===== src/hw/rtl/tll_pkg.sv =====
// Shared types and constants for the table lerp lookup block.
`default_nettype none
package tll_pkg;

    localparam int CNT_W      = 9;
    localparam int ADDR_W     = 8;
    localparam int DATA_W     = 32;
    localparam int CFG_IDX_W  = 2;
    localparam int CFG_DATA_W = 9;

    localparam logic OP_WRITE  = 1'b0;
    localparam logic OP_LOOKUP = 1'b1;

    typedef enum logic [CFG_IDX_W-1:0] {
        CFG_ENTRY_COUNT = 2'd0,
        CFG_CLAMP_MODE  = 2'd1,
        CFG_SNAP_MODE   = 2'd2
    } t_cfg_reg;

    // per-stage control that travels with each word
    typedef struct packed {
        logic vld;
        logic op;
        logic unity;
        logic snap;
    } t_ctl;

endpackage
`default_nettype wire


===== src/hw/rtl/tll_blend.sv =====
// Blend pipeline: weight multiplies, sum, floor shift and output register.
`default_nettype none
module tll_blend #(
    parameter int FRAC_BITS = 16
) (
    input  wire                              i_clk,
    input  wire                              i_rst_n,
    input  wire                              i_adv,
    input  tll_pkg::t_ctl                    i_ctl,
    input  wire [FRAC_BITS-1:0]              i_frac,
    input  wire signed [tll_pkg::DATA_W-1:0] i_a,
    input  wire signed [tll_pkg::DATA_W-1:0] i_b,
    output logic                             o_valid,
    output logic signed [tll_pkg::DATA_W-1:0] o_value
);

    localparam int WW  = FRAC_BITS + 2;
    localparam int PRW = tll_pkg::DATA_W + WW;
    localparam int SW  = PRW + 1;
    localparam logic [tll_pkg::DATA_W-1:0] UNITY = tll_pkg::DATA_W'(1) << FRAC_BITS;

    // stage 4: lines up with the memory read data
    tll_pkg::t_ctl                   r_s4_ctl;
    logic [FRAC_BITS-1:0]            r_s4_frac;

    // stage 5: weighted products
    tll_pkg::t_ctl                   r_s5_ctl;
    logic signed [PRW-1:0]           r_s5_pa;
    logic signed [PRW-1:0]           r_s5_pb;
    logic [tll_pkg::DATA_W-1:0]      r_s5_a;

    // stage 6: output word
    logic                            r_out_vld;
    logic [tll_pkg::DATA_W-1:0]      r_out_value;

    logic signed [WW-1:0]            w_wa;
    logic signed [WW-1:0]            w_wb;
    logic signed [SW-1:0]            w_sum;
    logic [tll_pkg::DATA_W-1:0]      n_out_value;

    assign w_wa  = {1'b0, 1'b1, {FRAC_BITS{1'b0}}} - {2'b00, r_s4_frac};
    assign w_wb  = {2'b00, r_s4_frac};
    assign w_sum = SW'(r_s5_pa) + SW'(r_s5_pb);

    always_comb begin
        if (r_s5_ctl.unity) begin
            n_out_value = UNITY;
        end else if (r_s5_ctl.snap) begin
            n_out_value = r_s5_a;
        end else begin
            // arithmetic shift right is a floor divide
            n_out_value = w_sum[FRAC_BITS+tll_pkg::DATA_W-1:FRAC_BITS];
        end
    end

    always_ff @(posedge i_clk) begin
        if (!i_rst_n) begin
            r_s4_ctl  <= '0;
            r_s5_ctl  <= '0;
            r_out_vld <= 1'b0;
        end else if (i_adv) begin
            r_s4_ctl  <= i_ctl;
            r_s5_ctl  <= r_s4_ctl;
            r_out_vld <= r_s5_ctl.vld && (r_s5_ctl.op == tll_pkg::OP_LOOKUP);
        end
    end

    always_ff @(posedge i_clk) begin
        if (i_adv) begin
            r_s4_frac   <= i_frac;
            r_s5_pa     <= i_a * w_wa;
            r_s5_pb     <= i_b * w_wb;
            r_s5_a      <= i_a;
            r_out_value <= n_out_value;
        end
    end

    assign o_valid = r_out_vld;
    assign o_value = r_out_value;

endmodule
`default_nettype wire


===== config.mk =====
export PLATFORM = sky130hd
export DESIGN_NAME = tll_blend
export DESIGN_NICKNAME = d
export VERILOG_FILES = /design/src/hw/rtl/tll_pkg.sv /design/src/hw/rtl/tll_blend.sv
export SDC_FILE = /design/constraint.sdc
export NUM_CORES = 2
export LEC_CHECK = 0
export ABC_AREA = 1
export BUFFER_PORTS_ARGS = -buffer_cell sky130_fd_sc_hd__clkbuf_2
export CAP_MARGIN = 20
export CORE_MARGIN = 2
export CORE_UTILIZATION = 50
export CTS_CLUSTER_SIZE = 24
export DETAILED_ROUTE_END_ITERATION = 7
export PLACE_DENSITY = 0.69
export SLEW_MARGIN = 40
export SYNTH_ARGS = -nofsm -noshare
export SYNTH_HDL_FRONTEND = slang
export SYNTH_SLANG_ARGS = --single-unit

===== constraint.sdc =====
create_clock -name i_clk -period 6.7 [get_ports i_clk]
set_input_delay 0.335 -clock i_clk [delete_from_list [all_inputs] [get_ports i_clk]]
set_output_delay 0.335 -clock i_clk [all_outputs]
set_load 0.005 [all_outputs]

==> flow_metrics.py <==
metrics = {
    "run_status": {
        "status": "finished, final reports clean",
    },
    "sta": {
        "fin_crit_ns": 6.591,
        "rsz0062_at_grt": "yes",
        "drv_slew": 0,
        "fmax_mhz": 151.7,
        "slew_headroom_pct": 46.86,
        "worst_pin_slew_ns": 0.7888,
        "finClkSkew_ns": 0.02245,
        "period_share_pct": 98.37,
        "final-hold-violation-count": 0,
        "finalSetupViolations": 0,
        "whs_ns": 0.05738,
    },
    "yosys": {
        "synthCells": 6384,
        "synth_compound_area_share_pct": 3.366,
        "synth-simple-area-share_pct": 20.33,
        "postSynthAreaPerCell_sq_um": 7.617,
        "yosys.area_share.xor_xnor_pct": 1.243,
        "synthesis.area_sq_um": 48630,
        "synth_nets": 7738,
        "synthAdderAreaFrac_pct": 47.93,
        "synthMuxAreaShare_pct": 0,
        "synthDistinctLibCells": 45,
        "synth_warnings": 0,
        "synth_area_leaders": "fa_1, inv_1, nand2_1",
        "synth_top_area_share_pct": 40.88,
        "ys_seq_elements": 185,
        "synth_top_family_by_area": "adder cells",
        "yosys.area.top_type": "fa_1",
        "ys_seq_area_share_pct": 11.24,
    },
    "setup_path": {
        "slowest_delay_ns": 0.53,
        "required_ns": 6.96,
        "path_class": "reg2reg",
        "rr_startpoint": "r_s4_frac[0]",
        "startpoint": "r_s4_frac[0]",
        "arrival_ns": 6.86,
        "endpoint_kind": "flop",
        "crit_fanout": 14,
        "startpoint_type": "flop",
        "cp_slowest_cell": "fa_1",
        "cpMostUsedCell": "fa_1",
    },
    "floorplanning": {
        "start_util_pct": 50.36,
        "die_w_um": 315.9,
        "die_y_um": 315.9,
        "io_pins": 120,
        "die_area_sq_um": 99760,
        "coreArea_sq_um": 96570,
        "num_rows": 114,
    },
    "clock_network": {
        "clock_latency_ns": 0.51,
        "cts_root_buf": "clkbuf_16",
        "cts_tree": "built",
        "cts_max_level": 4,
        "cts_sinks": 185,
        "cts_inserted_buffers": 17,
        "clk_pin_slew_ns": 0.09,
        "cts_buffer_depth": 2,
        "cts_hold_buf": 0,
    },
    "global_routing": {
        "gr-usage-all-layers_pct": 29.35,
        "antenna_found_initial": 3,
        "grt.overflow.total": 0,
        "grt_pass1_vias": 40870,
        "grt_max_degree": 69,
        "grt_pass1_wl_um": 224800,
    },
    "place": {
        "place.gp.congestion": 0.9847,
        "dp_hpwl_um": 121200,
        "port_buffers": 119,
        "placed_area_sq_um": 51910,
        "post-place-cells": 7797,
    },
    "layout": {
        "nets": 7938,
        "drive_above_1_share_pct": 10.85,
        "final_area_sq_um": 54390,
        "n_antenna_cell": 0,
        "stdcell_count": 7873,
        "area_delta_synth_final_pct": 11.85,
    },
    "route": {
        "dr.first_iter.drc_count": 3184,
        "vias": 40240,
        "viasPerCell": 5.112,
        "dr.pass1.iters": 8,
        "drc": 0,
        "ant_nets": 0,
        "drt_wl_total_um": 144800,
        "wl_per_cell_um": 18.39,
    },
    "min_path": {
        "min-delay-path-class": "in2reg",
        "min_from": "i_ctl[3]",
    },
    "flow_run": {
        "drv_cap": 0,
    },
}
-- path summary, 6_finish.rpt --
kind | endpoint | slack, ns | depth (start not counted)
setup reg to reg | r_s5_pa[42] | 0.11 | 31
hold reg to reg | r_s5_ctl[2] | 0.49 | 2
hold / removal | r_s4_ctl[3] | 0.06 | 3
setup / recovery | r_s5_pa[42] | 0.11 | 31
-- worst max-delay path, delay by kind of cell, from the launching register on --
kind | cells | cell delay, ns
AND/OR/NAND/NOR | 13 | 1.47
flip-flops | 1 | 0.42
adder cells (fa/ha/maj) | 7 | 3.26
buffers and inverters | 10 | 1.04
AO/OA/AOI/OAI | 1 | 0.17
-- state kept, by name, indices dropped and copies added, names as in the netlist --
signal / count
r_s4_ctl: 4
r_s5_ctl: 4
r_s5_pb: 48
o_valid: 1
o_value: 32
r_s5_a: 32
r_s4_frac: 16
r_s5_pa: 48
-- cells in the mapped netlist (all sizes together) --
cell and count:
inv 1826, nand2 1667, fa 993, nor2 601, ha 274, clkbuf 184, edfxtp 176, nand3 155
a21oi 136, o21ai 99, xor2 48, nand4 40, buf 33, nor3 32, xnor2 21, o21bai 19
a21o 18, a21boi 9, dfxtp 9, a31oi 8, nor4 8, clkinv 6, nand3b 5, or2 5
a31o 4, and2 2, o211ai 2, and3 1, o21a 1, o31ai 1, or3 1
-- cell families (layout without fill, tap and decap cells) --
logic type | Yosys count | in the layout
XOR/XNOR | 69 | 69
adder cells (fa/ha/maj) | 1267 | 1267
AO/OA/AOI/OAI | 297 | 297
flip-flops | 185 | 185
AND/OR/NAND/NOR | 2517 | 2517
buffers and inverters | 2049 | 2262
-- metrics by stage --
step	setup WS [ns]	utilization, %	TNS (ns)
finish	0.1095	56.32	0
global route	-0.1678	56.32	-2.124
CTS	0.005200	54.57	0
detailed placement	-0.4171	53.75	-3.083
global placement	-0.3194	53.75	-1.153
floorplan	0.1633	-	0
-- placed cells by master (no fill, tap or decap), types with 21 or more instances in the layout --
master	netlist	layout
inv_1	1818	1786
nor2_2	1	54
ha_1	274	238
a21oi_2	0	23
ha_4	0	35
buf_4	1	242
xor2_1	48	47
nand4_1	40	40
fa_1	993	974
edfxtp_1	176	176
o21ai_0	96	73
xnor2_1	21	21
inv_2	7	31
nor2_1	598	531
a21oi_1	136	111
clkbuf_2	1	118
nand2_1	1665	1616
nand3_1	154	152
clkbuf_16	0	22
nand2_2	1	40
nor3_1	32	24
-- what timing repair did --
item / 4_1_cts / 5_1_grt
endpoints found under the hold margin: 0 / 0
gates cloned: 1 / 8
resized for setup: 32 / 336
endpoints found under the setup margin: 26 / 37
setup buffers: 6 / 31
pin swaps: 1 / 98
-- per-layer routing --
metal / part of all wire (%) / GRT usage, % / vias up
li1: - / - / 18660
met1: 42 / 40.54 / 19970
met2: 48 / 48.73 / 1381
met3: 7.2 / 3.870 / 232
met4: 3.3 / 8.294 / 2
met5: 0.0083 / 0 / -
-- layout make-up --
cell class,count,area (sq um)
Fill cell,9028,42180
Multi-Input combinational cell,4150,36710
Inverter,1832,6920
Sequential cell,185,5465
Timing Repair Buffer,395,3054
Tap cell,1276,1597
Clock buffer,17,425.4
Clock inverter,15,187.7
Timing Repair inverter,3,28.78
Power is not shown: default switching activity piles up to over one toggle a cycle in this logic, so the estimate is an artifact.
