### src/hw/rtl/tll_pkg.sv
// Shared types and constants for the table lerp lookup block.
`default_nettype none
package tll_pkg;

    localparam int CNT_W      = 9;
    localparam int ADDR_W     = 8;
    localparam int DATA_W     = 32;
    localparam int CFG_IDX_W  = 2;
    localparam int CFG_DATA_W = 9;

    localparam logic OP_WRITE  = 1'b0;
    localparam logic OP_LOOKUP = 1'b1;

    typedef enum logic [CFG_IDX_W-1:0] {
        CFG_ENTRY_COUNT = 2'd0,
        CFG_CLAMP_MODE  = 2'd1,
        CFG_SNAP_MODE   = 2'd2
    } t_cfg_reg;

    // per-stage control that travels with each word
    typedef struct packed {
        logic vld;
        logic op;
        logic unity;
        logic snap;
    } t_ctl;

endpackage
`default_nettype wire

### src/hw/rtl/tll_scale.sv
// Index scaling pipeline: scale multiply, clamp or wrap, entry select.
`default_nettype none
module tll_scale #(
    parameter int FRAC_BITS = 16
) (
    input  wire                              i_clk,
    input  wire                              i_rst_n,
    input  wire                              i_adv,
    input  wire                              i_valid,
    input  wire                              i_op,
    input  wire [tll_pkg::ADDR_W-1:0]        i_entry_address,
    input  wire signed [tll_pkg::DATA_W-1:0] i_entry_value,
    input  wire signed [31:0]                i_lookup_index,
    input  wire [tll_pkg::CNT_W-1:0]         i_count,
    input  wire                              i_clamp,
    input  wire                              i_snap,
    output tll_pkg::t_ctl                    o_ctl,
    output logic [tll_pkg::CNT_W-1:0]        o_idx,
    output logic [tll_pkg::CNT_W-1:0]        o_nxt,
    output logic [FRAC_BITS-1:0]             o_frac,
    output logic [tll_pkg::ADDR_W-1:0]       o_wr_addr,
    output logic [tll_pkg::DATA_W-1:0]       o_wr_data
);

    localparam int OPW = 33;
    localparam int MW  = tll_pkg::CNT_W + 1;
    localparam int PW  = OPW + MW;

    // stage 1: input register
    tll_pkg::t_ctl                r_s1_ctl;
    logic signed [31:0]           r_s1_x;
    logic [tll_pkg::ADDR_W-1:0]   r_s1_addr;
    logic [tll_pkg::DATA_W-1:0]   r_s1_data;

    // stage 2: scaled index
    tll_pkg::t_ctl                r_s2_ctl;
    logic signed [PW-1:0]         r_s2_p;
    logic [tll_pkg::ADDR_W-1:0]   r_s2_addr;
    logic [tll_pkg::DATA_W-1:0]   r_s2_data;

    // stage 3: entry select
    tll_pkg::t_ctl                r_s3_ctl;
    logic [tll_pkg::CNT_W-1:0]    r_s3_idx;
    logic [tll_pkg::CNT_W-1:0]    r_s3_nxt;
    logic [FRAC_BITS-1:0]         r_s3_frac;
    logic [tll_pkg::ADDR_W-1:0]   r_s3_addr;
    logic [tll_pkg::DATA_W-1:0]   r_s3_data;

    logic [tll_pkg::CNT_W-1:0]    w_nm1;
    logic signed [OPW-1:0]        w_opnd;
    logic signed [MW-1:0]         w_mul;
    tll_pkg::t_ctl                n_s2_ctl;
    logic [PW-1:0]                w_lim;
    logic                         w_hi;
    logic                         w_lo;
    logic [tll_pkg::CNT_W-1:0]    n_s3_idx;
    logic [tll_pkg::CNT_W:0]      w_inc;
    logic [tll_pkg::CNT_W-1:0]    n_s3_nxt;
    logic [FRAC_BITS-1:0]         n_s3_frac;

    assign w_nm1 = i_count - tll_pkg::CNT_W'(1);

    // clamp scales the whole index by n-1; wrap only needs the fraction times n
    always_comb begin
        if (i_clamp) begin
            w_opnd = {r_s1_x[31], r_s1_x};
            w_mul  = {1'b0, w_nm1};
        end else begin
            w_opnd = {{(OPW-FRAC_BITS){1'b0}}, r_s1_x[FRAC_BITS-1:0]};
            w_mul  = {1'b0, i_count};
        end
        n_s2_ctl       = r_s1_ctl;
        n_s2_ctl.unity = (i_count <= tll_pkg::CNT_W'(1));
    end

    assign w_lim = {{(PW-tll_pkg::CNT_W-FRAC_BITS){1'b0}}, w_nm1, {FRAC_BITS{1'b0}}};
    assign w_hi  = i_clamp && (r_s2_p >= $signed(w_lim));
    assign w_lo  = i_clamp && !w_hi && (r_s2_p[PW-1] || (r_s2_p == '0));

    always_comb begin
        if (w_hi) begin
            n_s3_idx  = w_nm1;
            n_s3_frac = '0;
        end else if (w_lo) begin
            n_s3_idx  = '0;
            n_s3_frac = '0;
        end else begin
            n_s3_idx  = r_s2_p[FRAC_BITS+tll_pkg::CNT_W-1:FRAC_BITS];
            n_s3_frac = r_s2_p[FRAC_BITS-1:0];
        end
        w_inc = {1'b0, n_s3_idx} + (tll_pkg::CNT_W+1)'(1);
        if (w_inc >= {1'b0, i_count}) begin
            n_s3_nxt = '0;
        end else begin
            n_s3_nxt = w_inc[tll_pkg::CNT_W-1:0];
        end
    end

    always_ff @(posedge i_clk) begin
        if (!i_rst_n) begin
            r_s1_ctl <= '0;
            r_s2_ctl <= '0;
            r_s3_ctl <= '0;
        end else if (i_adv) begin
            r_s1_ctl <= '{vld: i_valid, op: i_op, unity: 1'b0, snap: i_snap};
            r_s2_ctl <= n_s2_ctl;
            r_s3_ctl <= r_s2_ctl;
        end
    end

    always_ff @(posedge i_clk) begin
        if (i_adv) begin
            r_s1_x    <= i_lookup_index;
            r_s1_addr <= i_entry_address;
            r_s1_data <= i_entry_value;
            r_s2_p    <= w_opnd * w_mul;
            r_s2_addr <= r_s1_addr;
            r_s2_data <= r_s1_data;
            r_s3_idx  <= n_s3_idx;
            r_s3_nxt  <= n_s3_nxt;
            r_s3_frac <= n_s3_frac;
            r_s3_addr <= r_s2_addr;
            r_s3_data <= r_s2_data;
        end
    end

    assign o_ctl     = r_s3_ctl;
    assign o_idx     = r_s3_idx;
    assign o_nxt     = r_s3_nxt;
    assign o_frac    = r_s3_frac;
    assign o_wr_addr = r_s3_addr;
    assign o_wr_data = r_s3_data;

endmodule
`default_nettype wire

### config.mk
export PLATFORM = sky130hd
export DESIGN_NAME = tll_scale
export DESIGN_NICKNAME = d
export VERILOG_FILES = /design/src/hw/rtl/tll_pkg.sv /design/src/hw/rtl/tll_scale.sv
export SDC_FILE = /design/constraint.sdc
export NUM_CORES = 1
export LEC_CHECK = 0
export ABC_AREA = 1
export BUFFER_PORTS_ARGS = -buffer_cell sky130_fd_sc_hd__buf_2
export CAP_MARGIN = 15
export CORE_AREA = 2 2 176 178
export CTS_BUF_LIST = sky130_fd_sc_hd__clkbuf_8
export DETAILED_ROUTE_END_ITERATION = 16
export DIE_AREA = 0 0 178 180
export PLACE_DENSITY = 0.88
export SLEW_MARGIN = 20
export SYNTH_ARGS = -nofsm -noshare
export SYNTH_HDL_FRONTEND = slang
export SYNTH_SLANG_ARGS = --single-unit
### constraint.sdc
create_clock -name i_clk -period 19.4 [get_ports i_clk]
set_clock_uncertainty 0.05 [all_clocks]
set_input_delay 0.97 -clock i_clk [delete_from_list [all_inputs] [get_ports i_clk]]
set_output_delay 0.97 -clock i_clk [all_outputs]
set_load 0.05 [all_outputs]
==> results.tsv <==
metric	value	unit
Pint	1710	uW
FP Rows	64	
post-synthesis sequential area ratio	37.9	%
required time of the critical path	19670	ps
Clock power frac	15.6	%
Clock Sinks	240	
switch share	47.0	%
Hold WS	363	ps
Fill cells	2164	
Setup violations, final	0	
Max stage delay on crit path	580	ps
Psw	1520	uW
Root Driver	clkbuf_8	
ratio of total power to cell area	154	nW/um^2
io pins	166	
Die H	180	um
Iter 0 DRT Violations	1313	
Syn Inst Count	1834	
vias in the first global route	14533	
area delta synth->final	11.6	%
Static Leak	0.0103	uW
RSZ-0062 raised after global routing	false	
design area	20900	um^2
Mapped Area	18700	um^2
initial core utilization	62.0	%
share of cells above drive strength 1	14.0	%
Slew HR	35.6	%
Routed Antenna Nets	0	
cts hold-fix bufs	0	
placed instance area	20000	um^2
Final nets	2459	
fin. max-slew vios	0	
drt wl/cell	18.9	um
cell repeated most along the worst path	inv_1	
vias per cell	5.58	
CTS tree	yes	
clk_lat worst skew	580	ps
Worst VDD drop	99.9	uV
Via Count	13688	
Yosys reg bits	240	
total CTS buffers	42	
R2R Setup Slk	13290	ps
area of the core	30200	um^2
GRT Residual Overflow	0	
H-tree depth	2	
width of the die	178	um
Crit Path Class	primary input to register	
worst slack, placed	10310	ps
GP Congestion	0.943	
first-pass iteration count of the detailed router	8	
power share of the combinational group	59.9	%
detailed placer's ending HPWL	34900	um
Clock Path Buffers	3	
f_max	115	MHz
first-pass GRT wire length	73700	um
min setup slack post-route	10670	ps
post-layout min period	8730	ps
syn_area_per_cell	10.2	um^2
largest net degree at the start of global routing	93	
Yosys Warn Count	0	
startpoint types	primary input	
die area	32000	um^2
max_cap viols	0	
status	finished, final reports clean	
Mapped Nets	2269	
Buffers on Ports	165	
total track usage	29.7	%
Setup TNS Final	0	ps
Least-Margin Pin Slew	963	ps
CP Capture Type	register	
final hold violations	0	
Worst Path Arrival	9000	ps
postcts setup bufs	0	
Reg clk slew, reported paths	60	ps
CTS resizes	0	
Synth cell types	47	
drt drc	0	
period utilization	45.0	%
Critical Path Fanout Max	19	
Layout Utilization	69.2	%
Critical Path Slowest Stage Cell	nand2_1	
initial antenna violation count	0	
routed wire length	46300	um
most frequent cells in the layout	inv_1 (399), nand2_1 (269), nor2_1 (269)	
commonest non-fill, non-tap cell in the layout	inv_1	
Sequential Power Share	24.5	%
Hold Crit Class	register to register	
[logic make-up (layout without fill, tap and decap cells)]
family,after synthesis,in the layout,share of synthesized area (%)
AND/OR/NAND/NOR,635,635,14.4
adder cells (fa/ha/maj),347,347,32.7
AO/OA/AOI/OAI,140,140,4.26
buffers and inverters,425,647,8.54
flip-flops,240,240,37.9
other,0,3,0
XOR/XNOR,47,47,2.20
[per-layer routing]
metal	share of wire, %	GRT usage (%)	vias to the layer above
met1	37	37.2	6591
li1	-	-	6112
met2	48	50.0	803
met5	0	0	-
met4	4.7	13.6	0
met3	9.9	5.71	182
[registers in the layout, summed over array words and instances (netlist names)]
signal and cells:
o_idx 9, r_s1_addr 8, n_s2_ctl 3, r_s1_x 32, r_s1_data 32, o_nxt 9, r_s2_p 43, o_frac 16
r_s2_data 32, r_s2_ctl 4, o_wr_addr 8, o_wr_data 32, o_ctl 4, r_s2_addr 8
[per-stage QoR]
stage / power (uW) / cells
after floorplan: 2230 / 1834
after global placement: 2640 / 2376
after detailed placement: 2690 / 2376
after CTS: 3220 / 2452
after global routing: 3520 / 2452
final: 3230 / 2455
[synth_stat cells, drive strengths merged]
library cell	number	share of area [%]
dfxtp	11	1.2
a221oi	1	0.047
a2111o	1	0.060
ha	110	7.3
nor3	9	0.27
inv	398	8.0
nor4b	1	0.047
nor2	285	6.1
nor4	5	0.20
a21o	5	0.20
o21a	3	0.12
clkbuf	21	0.42
and3	1	0.033
o21ai	42	1.1
o21bai	3	0.12
o31ai	1	0.040
a21oi	58	1.6
nand4	8	0.35
fa	237	25
edfxtp	229	37
o221ai	3	0.14
a21boi	1	0.040
nand3	31	1.0
o2111ai	2	0.094
clkinv	2	0.040
nand3b	2	0.080
xnor2	21	0.98
or2	5	0.17
xor2	26	1.2
nand2	288	6.2
a31oi	15	0.50
a211oi	3	0.12
buf	4	0.10
o211ai	2	0.080
[critical path: cells and delay by family]
kind / cells / cell delay [ps]
adders and majority gates: 7 / 3400
AOI/OAI and AO/OA: 9 / 1450
buffers and inverters: 13 / 1970
xor gates and xnor gates: 1 / 150
and+or+nand+nor: 6 / 1050
[final timing paths]
check,start,endpoint,depth (start not counted)
worst max-delay path,i_count[0],r_s2_p[39]$_DFFE_PP_,36
worst max register to register,r_s1_x[31]$_DFFE_PP_,r_s2_p[40]$_DFFE_PP_,23
worst min register to register,r_s1_data[13]$_DFFE_PP_,r_s2_data[13]$_DFFE_PP_,0
worst min-delay path,r_s1_data[13]$_DFFE_PP_,r_s2_data[13]$_DFFE_PP_,0
[power groups by stage]
stage | combinational (uW) | clock, uW | sequential (uW)
floorplan | 1370 | 0 | 855
global placement | 1850 | 0 | 792
detailed placement | 1890 | 0 | 798
CTS | 1920 | 510 | 790
global route | 2190 | 532 | 798
finish | 1930 | 503 | 791
[final cells by class]
| cell class | count | area (um^2) | area share, % |
|---|---|---|---|
| antenna | 3 | 7.51 | 0.0359 |
| clock buffer | 42 | 578 | 2.77 |
| clock inverter | 34 | 304 | 1.45 |
| inverter | 400 | 1500 | 7.18 |
| multi-input combinational | 1169 | 10000 | 48.0 |
| sequential | 240 | 7100 | 33.9 |
| tap | 396 | 495 | 2.37 |
| timing repair buffer | 171 | 885 | 4.23 |
Power figures use the tool's default switching activity.
